===== src/rtl/asgd_pkg.sv =====
package asgd_pkg;

  localparam int unsigned THRESH_W  = 18;
  localparam int unsigned MS_W      = 16;
  localparam int unsigned TALLY_W   = 4;
  localparam int unsigned TIME_W    = 32;
  localparam int unsigned SUM_OUT_W = 18;
  localparam int unsigned CFG_IDX_W = 2;
  localparam int unsigned CFG_DAT_W = 18;

  localparam logic [THRESH_W-1:0]  THRESH_RST  = 18'd4096;
  localparam logic [MS_W-1:0]      DEBOUNCE_RST = 16'd100;
  localparam logic [MS_W-1:0]      WINDOW_RST   = 16'd1000;
  localparam logic [TALLY_W-1:0]   NEEDED_RST   = 4'd3;
  localparam logic [SUM_OUT_W-1:0] SUM_MAX      = 18'h3FFFF;

  typedef enum logic [CFG_IDX_W-1:0] {
    REG_THRESHOLD = 2'd0,
    REG_DEBOUNCE  = 2'd1,
    REG_WINDOW    = 2'd2,
    REG_NEEDED    = 2'd3
  } cfg_reg_e;

  typedef struct packed {
    logic [THRESH_W-1:0] motion_threshold;
    logic [MS_W-1:0]     debounce_ms;
    logic [MS_W-1:0]     window_ms;
    logic [TALLY_W-1:0]  shakes_needed;
  } cfg_t;

endpackage


===== src/rtl/asgd_lane.sv =====
module asgd_lane #(
  parameter int unsigned SAMPLE_BITS = 16
) (
  input  logic                   clk_i,
  input  logic                   rst_ni,
  input  logic                   load_i,
  input  logic [SAMPLE_BITS-1:0] sample_i,
  output logic [SAMPLE_BITS-1:0] diff_o
);

  logic [SAMPLE_BITS-1:0] prev_q;
  logic [SAMPLE_BITS-1:0] diff_q;
  logic [SAMPLE_BITS:0]   delta;
  logic [SAMPLE_BITS:0]   mag;

  assign delta = {sample_i[SAMPLE_BITS-1], sample_i} - {prev_q[SAMPLE_BITS-1], prev_q};
  assign mag   = delta[SAMPLE_BITS] ? (~delta + 1'b1) : delta;

  always_ff @(posedge clk_i or negedge rst_ni) begin
    if (!rst_ni) begin
      prev_q <= '0;
    end else if (load_i) begin
      prev_q <= sample_i;
    end
  end

  always_ff @(posedge clk_i) begin
    if (load_i) begin
      diff_q <= mag[SAMPLE_BITS-1:0];
    end
  end

  assign diff_o = diff_q;

endmodule


===== src/rtl/asgd_merge.sv =====
module asgd_merge #(
  parameter int unsigned SAMPLE_BITS = 16
) (
  input  logic                                 clk_i,
  input  logic                                 rst_ni,
  input  logic                                 s1_valid_i,
  output logic                                 ready_o,
  input  logic [SAMPLE_BITS-1:0]               diff_x_i,
  input  logic [SAMPLE_BITS-1:0]               diff_y_i,
  input  logic [SAMPLE_BITS-1:0]               diff_z_i,
  input  logic [asgd_pkg::TIME_W-1:0]          time_i,
  input  asgd_pkg::cfg_t                       cfg_i,
  output logic                                 out_valid_o,
  input  logic                                 out_stall_i,
  output logic                                 shake_event_o,
  output logic [asgd_pkg::SUM_OUT_W-1:0]       motion_sum_o,
  output logic [asgd_pkg::TALLY_W-1:0]         shake_tally_o
);

  localparam int unsigned SUM_W = SAMPLE_BITS + 2;
  localparam int unsigned EXT_W = (SUM_W > asgd_pkg::SUM_OUT_W) ? SUM_W : asgd_pkg::SUM_OUT_W;

  logic                             adv;
  logic [SUM_W-1:0]                 sum;
  logic [EXT_W-1:0]                 sum_ext;
  logic                             motion;
  logic                             counted;
  logic [asgd_pkg::TIME_W-1:0]      elapsed;
  logic [asgd_pkg::TALLY_W-1:0]     inc;
  logic                             event_d;
  logic [asgd_pkg::TALLY_W-1:0]     counter_d;
  logic [asgd_pkg::TIME_W-1:0]      last_d;
  logic [asgd_pkg::SUM_OUT_W-1:0]   sum_sat;

  logic                             out_valid_q;
  logic                             event_q;
  logic [asgd_pkg::SUM_OUT_W-1:0]   sum_q;
  logic [asgd_pkg::TALLY_W-1:0]     tally_q;
  logic [asgd_pkg::TALLY_W-1:0]     counter_q;
  logic [asgd_pkg::TIME_W-1:0]      last_q;

  assign ready_o = !out_valid_q || !out_stall_i;
  assign adv     = s1_valid_i && ready_o;

  assign sum     = SUM_W'(diff_x_i) + SUM_W'(diff_y_i) + SUM_W'(diff_z_i);
  assign sum_ext = EXT_W'(sum);
  assign motion  = sum_ext > EXT_W'(cfg_i.motion_threshold);
  assign elapsed = time_i - last_q;
  assign counted = motion && (elapsed > asgd_pkg::TIME_W'(cfg_i.debounce_ms));
  assign inc     = (elapsed < asgd_pkg::TIME_W'(cfg_i.window_ms)) ?
                   (counter_q + 1'b1) : asgd_pkg::TALLY_W'(1);
  assign sum_sat = (sum_ext > EXT_W'(asgd_pkg::SUM_MAX)) ?
                   asgd_pkg::SUM_MAX : sum_ext[asgd_pkg::SUM_OUT_W-1:0];

  always_comb begin
    event_d   = 1'b0;
    counter_d = counter_q;
    last_d    = last_q;
    if (counted) begin
      last_d = time_i;
      if (inc >= cfg_i.shakes_needed) begin
        counter_d = '0;
        event_d   = 1'b1;
      end else begin
        counter_d = inc;
      end
    end
  end

  always_ff @(posedge clk_i or negedge rst_ni) begin
    if (!rst_ni) begin
      out_valid_q <= 1'b0;
      counter_q   <= '0;
      last_q      <= '0;
    end else begin
      if (ready_o) begin
        out_valid_q <= s1_valid_i;
      end
      if (adv) begin
        counter_q <= counter_d;
        last_q    <= last_d;
      end
    end
  end

  always_ff @(posedge clk_i) begin
    if (adv) begin
      event_q <= event_d;
      sum_q   <= sum_sat;
      tally_q <= counter_d;
    end
  end

  assign out_valid_o   = out_valid_q;
  assign shake_event_o = event_q;
  assign motion_sum_o  = sum_q;
  assign shake_tally_o = tally_q;

  a_event_clears_tally: assert property (@(posedge clk_i) disable iff (!rst_ni)
    out_valid_q && event_q |-> tally_q == '0)
    else $error("shake event with nonzero tally");

  a_state_holds: assert property (@(posedge clk_i) disable iff (!rst_ni)
    !adv |=> $stable(counter_q) && $stable(last_q))
    else $error("shake state changed without an item");

  a_last_time_tracks: assert property (@(posedge clk_i) disable iff (!rst_ni)
    adv && counted |=> last_q == $past(time_i))
    else $error("last shake time not captured");

  a_result_follows: assert property (@(posedge clk_i) disable iff (!rst_ni)
    adv |=> out_valid_q && tally_q == counter_q)
    else $error("result not loaded after advance");

endmodule


===== src/rtl/accel_shake_gesture_detector_top.sv =====
// Shake gesture detector: takes one accelerometer sample per clock unless in_stall_o is set
// and returns one result per sample from the second stage's output register. Three axis lanes
// form the absolute change from the previous sample in the first stage; the second stage sums
// them, checks threshold, debounce and window against the last counted shake, and updates the
// tally. The output register lets a new sample enter while a result waits; stall from the
// output side reaches the input only once both stages hold an item. Configure only while no
// item is in flight.
module accel_shake_gesture_detector_top #(
  parameter int unsigned SAMPLE_BITS = 16
) (
  input  logic                               clk_i,
  input  logic                               rst_ni,
  input  logic                               cfg_we_i,
  input  logic [asgd_pkg::CFG_IDX_W-1:0]     cfg_idx_i,
  input  logic [asgd_pkg::CFG_DAT_W-1:0]     cfg_data_i,
  input  logic                               in_valid_i,
  output logic                               in_stall_o,
  input  logic [SAMPLE_BITS-1:0]             accel_x_i,
  input  logic [SAMPLE_BITS-1:0]             accel_y_i,
  input  logic [SAMPLE_BITS-1:0]             accel_z_i,
  input  logic [asgd_pkg::TIME_W-1:0]        time_ms_i,
  output logic                               out_valid_o,
  input  logic                               out_stall_i,
  output logic                               shake_event_o,
  output logic [asgd_pkg::SUM_OUT_W-1:0]     motion_sum_o,
  output logic [asgd_pkg::TALLY_W-1:0]       shake_tally_o
);

  asgd_pkg::cfg_t                  cfg_q;
  logic                            s1_valid_q;
  logic [asgd_pkg::TIME_W-1:0]     time_q;
  logic                            merge_ready;
  logic                            accept;
  logic [SAMPLE_BITS-1:0]          diff_x;
  logic [SAMPLE_BITS-1:0]          diff_y;
  logic [SAMPLE_BITS-1:0]          diff_z;

  assign in_stall_o = s1_valid_q && !merge_ready;
  assign accept     = in_valid_i && !in_stall_o;

  always_ff @(posedge clk_i or negedge rst_ni) begin
    if (!rst_ni) begin
      cfg_q.motion_threshold <= asgd_pkg::THRESH_RST;
      cfg_q.debounce_ms      <= asgd_pkg::DEBOUNCE_RST;
      cfg_q.window_ms        <= asgd_pkg::WINDOW_RST;
      cfg_q.shakes_needed    <= asgd_pkg::NEEDED_RST;
    end else if (cfg_we_i) begin
      unique case (asgd_pkg::cfg_reg_e'(cfg_idx_i))
        asgd_pkg::REG_THRESHOLD: cfg_q.motion_threshold <= cfg_data_i;
        asgd_pkg::REG_DEBOUNCE:  cfg_q.debounce_ms <= cfg_data_i[asgd_pkg::MS_W-1:0];
        asgd_pkg::REG_WINDOW:    cfg_q.window_ms <= cfg_data_i[asgd_pkg::MS_W-1:0];
        asgd_pkg::REG_NEEDED:    cfg_q.shakes_needed <= cfg_data_i[asgd_pkg::TALLY_W-1:0];
        default: ;
      endcase
    end
  end

  always_ff @(posedge clk_i or negedge rst_ni) begin
    if (!rst_ni) begin
      s1_valid_q <= 1'b0;
    end else if (accept) begin
      s1_valid_q <= 1'b1;
    end else if (merge_ready) begin
      s1_valid_q <= 1'b0;
    end
  end

  always_ff @(posedge clk_i) begin
    if (accept) begin
      time_q <= time_ms_i;
    end
  end

  asgd_lane #(.SAMPLE_BITS(SAMPLE_BITS)) u_lane_x (
    .clk_i    (clk_i),
    .rst_ni   (rst_ni),
    .load_i   (accept),
    .sample_i (accel_x_i),
    .diff_o   (diff_x)
  );

  asgd_lane #(.SAMPLE_BITS(SAMPLE_BITS)) u_lane_y (
    .clk_i    (clk_i),
    .rst_ni   (rst_ni),
    .load_i   (accept),
    .sample_i (accel_y_i),
    .diff_o   (diff_y)
  );

  asgd_lane #(.SAMPLE_BITS(SAMPLE_BITS)) u_lane_z (
    .clk_i    (clk_i),
    .rst_ni   (rst_ni),
    .load_i   (accept),
    .sample_i (accel_z_i),
    .diff_o   (diff_z)
  );

  asgd_merge #(.SAMPLE_BITS(SAMPLE_BITS)) u_merge (
    .clk_i         (clk_i),
    .rst_ni        (rst_ni),
    .s1_valid_i    (s1_valid_q),
    .ready_o       (merge_ready),
    .diff_x_i      (diff_x),
    .diff_y_i      (diff_y),
    .diff_z_i      (diff_z),
    .time_i        (time_q),
    .cfg_i         (cfg_q),
    .out_valid_o   (out_valid_o),
    .out_stall_i   (out_stall_i),
    .shake_event_o (shake_event_o),
    .motion_sum_o  (motion_sum_o),
    .shake_tally_o (shake_tally_o)
  );

endmodule

===== config.mk =====
export PLATFORM = sky130hd
export DESIGN_NAME = accel_shake_gesture_detector_top
export DESIGN_NICKNAME = d
export VERILOG_FILES = /design/src/rtl/asgd_pkg.sv /design/src/rtl/asgd_lane.sv /design/src/rtl/asgd_merge.sv /design/src/rtl/accel_shake_gesture_detector_top.sv
export SDC_FILE = /design/constraint.sdc
export NUM_CORES = 1
export LEC_CHECK = 0
export BUFFER_PORTS_ARGS = -buffer_cell sky130_fd_sc_hd__buf_4
export CAP_MARGIN = 30
export CORE_MARGIN = 4
export CORE_UTILIZATION = 63
export CTS_BUF_LIST = sky130_fd_sc_hd__clkbuf_8
export DETAILED_ROUTE_END_ITERATION = 16
export PLACE_DENSITY_LB_ADDON = 0.2
export REMOVE_ABC_BUFFERS = 1
export SYNTH_ARGS = -nofsm -noshare
export SYNTH_HDL_FRONTEND = slang
export SYNTH_SLANG_ARGS = --single-unit

===== constraint.sdc =====
create_clock -name clk_i -period 6.2 [get_ports clk_i]
set_input_delay 0.93 -clock clk_i [delete_from_list [all_inputs] [get_ports clk_i]]
set_output_delay 0.93 -clock clk_i [all_outputs]
set_load 0.01 [all_outputs]

==> reports/qor.csv, run 1 <==
stage;metric;value;unit
outcome;status;complete, no violations;
drt;starting DRC count in detailed routing;601;
place;pre-CTS setup slack;245;ps
global_route;met1 Usage GRT;28.5;%
floorplanning;core area;25300;um^2
final_layout;# diodes;0;
final_layout;fraction of layout cells with a size suffix above 1;15.7;%
drt;detailed-route wire length;34400;um
sta;Slew @ Worst Pin;1060;ps
power;Leakage;8.40;nW
place;RePlAce Congestion;0.873;
final_layout;Fillers;1867;
cts;CTS Sinks;243;
cts;Worst-Skew Late Latency;550;ps
drt;1st-pass router iterations;4;
global_route;largest net degree at the start of global routing;94;
floorplanning;Die H;168;um
synth;Top FF cell, synth;dfrtp_1;
sta;max frequency;172;MHz
worst_setup_path;most used cell, CP;a21o_1;
synth;Mapped Area;16200;um^2
synth;largest cells by area after synthesis;dfrtp_1 (20%), edfxtp_1 (19%), ha_1 (13%), xnor2_1 (4.7%), inv_1 (4.2%);
power;P per Cell Area;540;nW/um^2
sta;max-slew headroom at the worst pin;29.2;%
sta;clk_skew;14.8;ps
global_route;initial antenna violation count;0;
floorplanning;Starting Density;64.0;%
worst_setup_path;Crit path depth;26;
drt;WL/cell;15.7;um
sta;fin. max-slew vios;0;
cts;TritonCTS clock tree;done;
worst_setup_path;type of origin of the critical path;flop;
final_layout;P&R area growth vs syn;14.4;%
floorplanning;die width;168;um
global_route;number of global-route vias before repair;12200;
worst_setup_path;CP peak stage delay;400;ps
sta;Final period util;93.6;%
sta;final setup fails;0;
floorplanning;std cell rows;58;
global_route;global-route wire length before repair;56900;um
floorplanning;Ports;130;
drt;vias;12200;
synth;post-synthesis cell type count;79;
job;MaxCap Viol Count;0;
cts;Clock transition at path regs;60;ps
synth;YS warnings;0;
final_layout;Core Util, Final;73.3;%
synth;Cells after Synth;1675;
synth;post-synthesis register bit count;243;
place;HPWL Detailed;25900;um
global_route;GR peak layer;met2;
sta;Fin Hold WS;474;ps
sta;setup ws final;399;ps
final_layout;Post-layout nets;2109;
drt;Final ANT Viol Nets;0;
power;Peak VDD IR;0.000307;V
global_route;GRT overflow;0;
cts;htree depth;2;
worst_setup_path;Worst EP required;6690;ps
cts;Num CTS Buffers;44;
cts;clock root buffer;clkbuf_8;
cts;hold-fix buffers at CTS;0;
synth;EDFF count, synth;103;
worst_setup_path;CP max stage cell;fa_1;
cts;Longest Clk Path Bufs;3;
hold_path;Hold WC Path Type;input pin to async pin;
worst_setup_path;R2R cell count;26;
global_route;M2 GR Usage;44.4;%
synth;sequential fraction of the synthesis area;40.9;%
global_route;gr usage total;24.1;%
sta;RSZ-0062 raised after global routing;no;
drt;DRC viols;0;
drt;routed vias/inst;5.58;
place;Port Buffers;129;
worst_setup_path;CP arrival;6300;ps
synth;fraction of registers with async set/reset;57.6;%
sta;Period minus WS final;5800;ps
worst_setup_path;crit path max fanout;7;
worst_setup_path;worst path bufs/invs;2;
worst_setup_path;critical path's top delay family;simple AND/OR/NAND/NOR gates;
synth;Synth top cells by count;inv_1 (180), ha_1 (172), nand2_1 (154);
synth;top cell type's share of synthesized area;19.8;%
synth;count leader, synth;inv_1;
synth;post-synth top area cell;dfrtp_1;
global_route;GRT met3 Usage;3.29;%
synth;Syn Area/Cell;9.66;um^2
floorplanning;DIE AREA;28300;um^2
worst_setup_path;Worst Setup End Kind;flop;
worst_setup_path;Critical Setup Path Class;flop to flop;
sta;final hold violation count;0;
final timing paths:
check	startpoint	endpoint	slack, ps
worst max-delay path	time_q[0]	u_merge.counter_q[2]	400
worst min-delay path	rst_ni	u_merge.last_q[1]	470
worst max register to register	time_q[0]	u_merge.counter_q[2]	400
worst min register to register	s1_valid_q	u_merge.out_valid_o	480
max in group asynchronous	rst_ni	u_lane_y.prev_q[3]	4520
min in group clk_i	s1_valid_q	u_merge.out_valid_o	480
per-stage QoR:
| step | std cells | TNS (ps) | power (W) | area [um^2] |
|---|---|---|---|---|
| finish | 2192 | 0 | 0.00999 | 18500 |
| global route | 2192 | 0 | 0.0109 | 18500 |
| CTS | 2190 | 0 | 0.00991 | 18400 |
| detailed placement | 2108 | 0 | 0.00828 | 17500 |
| global placement | 2107 | 0 | 0.00807 | 17500 |
| floorplan | 1639 | -99050 | 0.00682 | 16000 |
cell usage in the layout (no fill, tap or decap), types with 32 or more instances in the layout:
master	instances
ha_1	172
mux2_2	42
nand3_1	32
xnor2_1	86
a21oi_1	100
nor2_1	90
o21ai_1	33
buf_4	138
clkbuf_8	55
edfxtp_1	103
nand2_1	154
o21ai_0	118
inv_1	194
xor2_1	47
a21o_1	37
dfrtp_1	128
power breakdown:
group,switching [W],total (W),internal (W)
clock,0.000672,0.00156,0.000884
combinational,0.00340,0.00601,0.00261
sequential,0.000167,0.00243,0.00226
repair_timing:
action,in CTS,in global routing
endpoints found under the hold margin,0,0
endpoints found under the setup margin,0,41
setup buffers,0,1
gates resized for setup,0,10
flip-flops by register name, indices dropped and copies added, names as in the netlist, 4 cells and up:
| signal | count |
|---|---|
| cfg_q | 54 |
| time_q | 32 |
| u_lane_x.diff_o | 16 |
| u_lane_x.prev_q | 16 |
| u_lane_y.diff_o | 16 |
| u_lane_y.prev_q | 16 |
| u_lane_z.diff_o | 16 |
| u_lane_z.prev_q | 16 |
| u_merge.counter_q | 4 |
| u_merge.last_q | 32 |
| u_merge.motion_sum_o | 18 |
| u_merge.shake_tally_o | 4 |
routing by layer:
layer,routed length [um],share of wire (%),vias to the layer above
met1,14600,42,5714
met5,0,0,-
li1,-,-,6232
met2,17400,51,203
met3,1110,3.2,84
met4,1240,3.6,0
layout make-up:
class	count	area [um^2]	share of cell area [%]
inverter	181	682	3.69
tap	330	413	2.23
clock buffer	55	757	4.09
sequential	243	6610	35.7
multi-input combinational	1215	8780	47.4
timing repair buffer	141	1090	5.90
clock inverter	27	171	0.926
worst register-to-register path: stages (launching register included):
cell and delay, ps:
edfxtp_1 350, inv_1 50, ha_1 220, fa_1 400, nand2b_1 180, a21oi_1 240, o2111a_1 380, nand2b_1 210
a21o_1 140, a21oi_1 70, xnor2_1 270, ha_1 300, and3_1 160, and3_1 180, a211o_1 310, a21o_1 190
nor4_4 320, and2_4 220, ha_1 210, nand2b_1 140, a21o_1 170, a21o_1 160, a21oi_1 180, buf_4 180
nand2_2 90, nor4_1 300, or2_1 140
kinds of logic after synthesis:
logic type                 after synthesis  share of synthesized area, %
muxes                                   46                          3.26
AOI/OAI and AO/OA                      430                          16.6
DFF                                    243                          40.9
and+or+nand+nor                        428                          12.8
adders and majority gates              178                          14.0
xor gates and xnor gates               133                          7.20
buffers and inverters                  217                          5.18
Power figures use the tool's default switching activity.
==> run 2: changes to the inputs <==
Settings changed: ABC_AREA set to 1, CORE_UTILIZATION 63 to 50, SYNTH_HIERARCHICAL set to 1.
==> run 2 against run 1 <==
Compared with the run above:
- synthesized cell count grew 50%
- cell area up 13%
- sequential share of layout area down 4.2 points
- via count up 28%
- worst hold slack lost 380 ps
- total power shrank 1.1%
- critical endpoint is now u_merge/last_q[4]
- highest routed layer is now met5
==> reports/qor.csv, run 2 <==
stage;metric;value;unit;change
outcome;status;complete, no violations;;
sta;Final period util;82.7;%;-11 points
drt;vias;15700;;+28%
cts;hold-fix buffers at CTS;0;;unchanged
sta;final setup fails;0;;unchanged
place;RePlAce Congestion;0.915;;+4.8%
sta;fin. max-slew vios;0;;unchanged
global_route;global-route wire length before repair;75200;um;+32%
sta;max frequency;195;MHz;+13%
sta;Slew @ Worst Pin;814;ps;-248 ps
drt;DRC viols;0;;unchanged
worst_setup_path;worst reg2reg setup slack;1080;ps;+680 ps
synth;Cells after Synth;2507;;+50%
synth;Syn Area/Cell;7.49;um^2;-22%
final_layout;register area;6610;um^2;unchanged
place;placed cells;3068;;+46%
synth;sequential fraction of the synthesis area;35.2;%;-5.7 points
place;Port Buffers;129;;unchanged
place;pre-CTS setup slack;1100;ps;+858 ps
global_route;number of global-route vias before repair;15600;;+28%
final_layout;P&R area growth vs syn;11.9;%;
worst_setup_path;R2R cell count;22;;-15%
drt;1st-pass router iterations;5;;+1
power;Leakage;11.3;nW;+34%
sta;final hold violation count;0;;unchanged
power;P per Cell Area;471;nW/um^2;-13%
sta;setup ws final;1080;ps;+677 ps
worst_setup_path;Reg-to-Reg End;u_merge/last_q[4];;
global_route;largest net degree at the start of global routing;177;;+88%
global_route;GRT overflow;0;;unchanged
worst_setup_path;r2r startpoint;u_lane_x/diff_o[1];;
sta;max-slew headroom at the worst pin;45.8;%;+17 points
synth;post-synthesis cell type count;51;;-35%
synth;post-synth top area cell;dfrtp_1;;
sta;clk_skew;14.3;ps;-0.468 ps
floorplanning;DIE AREA;40700;um^2;+44%
synth;EDFF count, synth;103;;unchanged
global_route;gr usage total;22.4;%;-1.7 points
synth;largest cells by area after synthesis;dfrtp_1 (17%), edfxtp_1 (16%), nand2_1 (16%), ha_1 (10%), inv_1 (9.7%);;
sta;RSZ-0062 raised after global routing;no;;
worst_setup_path;Worst EP required;6730;ps;+40 ps
final_layout;number of flip-flops in the largest register;54;;unchanged
global_route;initial antenna violation count;1;;+1
cts;TritonCTS clock tree;done;;
cts;Setup Fix Bufs, Post-CTS;0;;unchanged
place;Post-DP Area;20100;um^2;+15%
final_layout;fraction of layout cells with a size suffix above 1;15.5;%;-0.22 points
cts;htree depth;2;;unchanged
floorplanning;Die H;202;um;+20%
cts;cts repair resizes;0;;unchanged
drt;Final ANT Viol Nets;0;;unchanged
cts;Worst-Skew Late Latency;620;ps;+70 ps
floorplanning;std cell rows;70;;+21%
worst_setup_path;Worst Setup SP;u_lane_x/diff_o[1];;
synth;top cell type's share of synthesized area;17.1;%;-2.7 points
worst_setup_path;crit path max fanout;38;;+31
floorplanning;Ports;130;;unchanged
power;Peak VDD IR;0.000278;V;-9.5%
final_layout;most common cell after layout, fill and taps aside;nand2_1;;
cts;Clock transition at path regs;60;ps;about the same
final_layout;most frequent cells in the layout;nand2_1 (782), inv_1 (496), ha_1 (151);;
cts;clock root buffer;clkbuf_8;;
job;MaxCap Viol Count;0;;unchanged
cts;Longest Clk Path Bufs;3;;unchanged
final_layout;# diodes;0;;unchanged
final_layout;multi-input logic area;10000;um^2;+14%
cts;Num CTS Buffers;44;;unchanged
worst_setup_path;CP arrival;5650;ps;-650 ps
worst_setup_path;type of origin of the critical path;flop;;
synth;Mapped Area;18800;um^2;+16%
drt;WL/cell;14.4;um;-8.2%
sta;Period minus WS final;5120;ps;-677 ps
final_layout;Post-layout nets;2924;;+39%
sta;Fin Hold WS;97.6;ps;-376 ps
synth;post-synthesis register bit count;243;;unchanged
drt;detailed-route wire length;45300;um;+32%
synth;Synth top cells by count;nand2_1 (782), inv_1 (483), ha_1 (151);;
worst_setup_path;Critical Setup Path Class;flop to flop;;
synth;fraction of registers with async set/reset;57.6;%;unchanged
final_layout;design area;21000;um^2;+13%
floorplanning;die width;202;um;+20%
final_layout;largest registers;cfg_q (54), time_q (32), u_merge/last_q (32);;
drt;routed vias/inst;4.99;;-11%
synth;count leader, synth;nand2_1;;
sta;setup TNS;0;ps;unchanged
synth;Top FF cell, synth;dfrtp_1;;
worst_setup_path;Worst Setup End Kind;flop;;
floorplanning;core area;36800;um^2;+46%
drt;starting DRC count in detailed routing;733;;+22%
floorplanning;Starting Density;51.0;%;-13 points
cts;CTS Sinks;243;;unchanged
final_layout;Fillers;3540;;+90%
final_layout;Largest Register;cfg_q;;
place;HPWL Detailed;35800;um;+38%
hold_path;Hold WC Path Type;input pin to async pin;;
final_layout;Layout Cells excl Fill;3150;;+44%
synth;YS warnings;6;;+6
## run 2: changes by cell type after synthesis, sizes merged, moves of 44 or more
cell	change
nand2	+714
nor2	+55
mux2	-45
xnor2	-65
nand3	+99
inv	+319
nand4	+57
o21ai	-44
## run 2: routing by layer
layer,vias up,GRT usage (%),wire [um]
met5,-,0,11
met4,2,7.23,1360
met3,92,4.24,1830
met2,259,40.9,23000
met1,7223,26.5,19200
li1,8141,-,-
## run 2: worst max path at each step
stage / slack, ps / to
5_1_grt: 510 / u_merge/last_q[4]
2_1_floorplan: -1730 / u_lane_x/prev_q[10]
3_5_place_dp: 1100 / u_merge/last_q[4]
3_3_place_gp: 1310 / u_merge/counter_q[2]
4_1_cts: 1100 / u_merge/last_q[4]
6_report: 1080 / u_merge/last_q[4]
## run 2: worst max-delay path, stage by stage, from the launching register on
cell and delay (ps):
edfxtp_1 390, fa_1 480, ha_1 240, fa_1 440, nand3_1 100, nand2_1 100, nand4_1 90, nand3_1 110
nand2_1 80, a21oi_1 110, a31oi_1 300, o21ai_0 190, a21oi_1 190, nor2_1 90, ha_1 310, nand2_1 110
or3b_2 490, o41ai_1 270, inv_1 150, nand3_4 100, buf_4 500, nand2_2 100, o21ai_2 90
## run 2: through the flow
step                utilization, %  total power [W]
finish                        57.1          0.00988
global route                  57.1           0.0109
CTS                           57.0          0.00998
detailed placement            54.7          0.00842
global placement              54.7          0.00821
floorplan                        -          0.00676
## run 2: area by class of cell
class	instances	share of cell area (%)
clock buffers	47	3.08
multi-input cells	1721	47.7
well taps	468	2.79
inverters	502	8.97
clock inverters	34	1.01
flip-flops and latches	243	31.5
repair buffers	135	5.00
## run 2: cells by family after synthesis
group	count (synthesis)	share of synthesized area, %
simple gates	1255	30.2
compound gates	217	6.95
flops	243	35.2
xor+xnor	77	3.79
fa+ha+maj	172	12.3
buf+inv	543	11.6
## run 2: report_power, final
part | internal [W] | switching (W)
sequential | 0.00223 | 0.000205
clock | 0.000792 | 0.000709
combinational | 0.00216 | 0.00379
total | 0.00518 | 0.00471
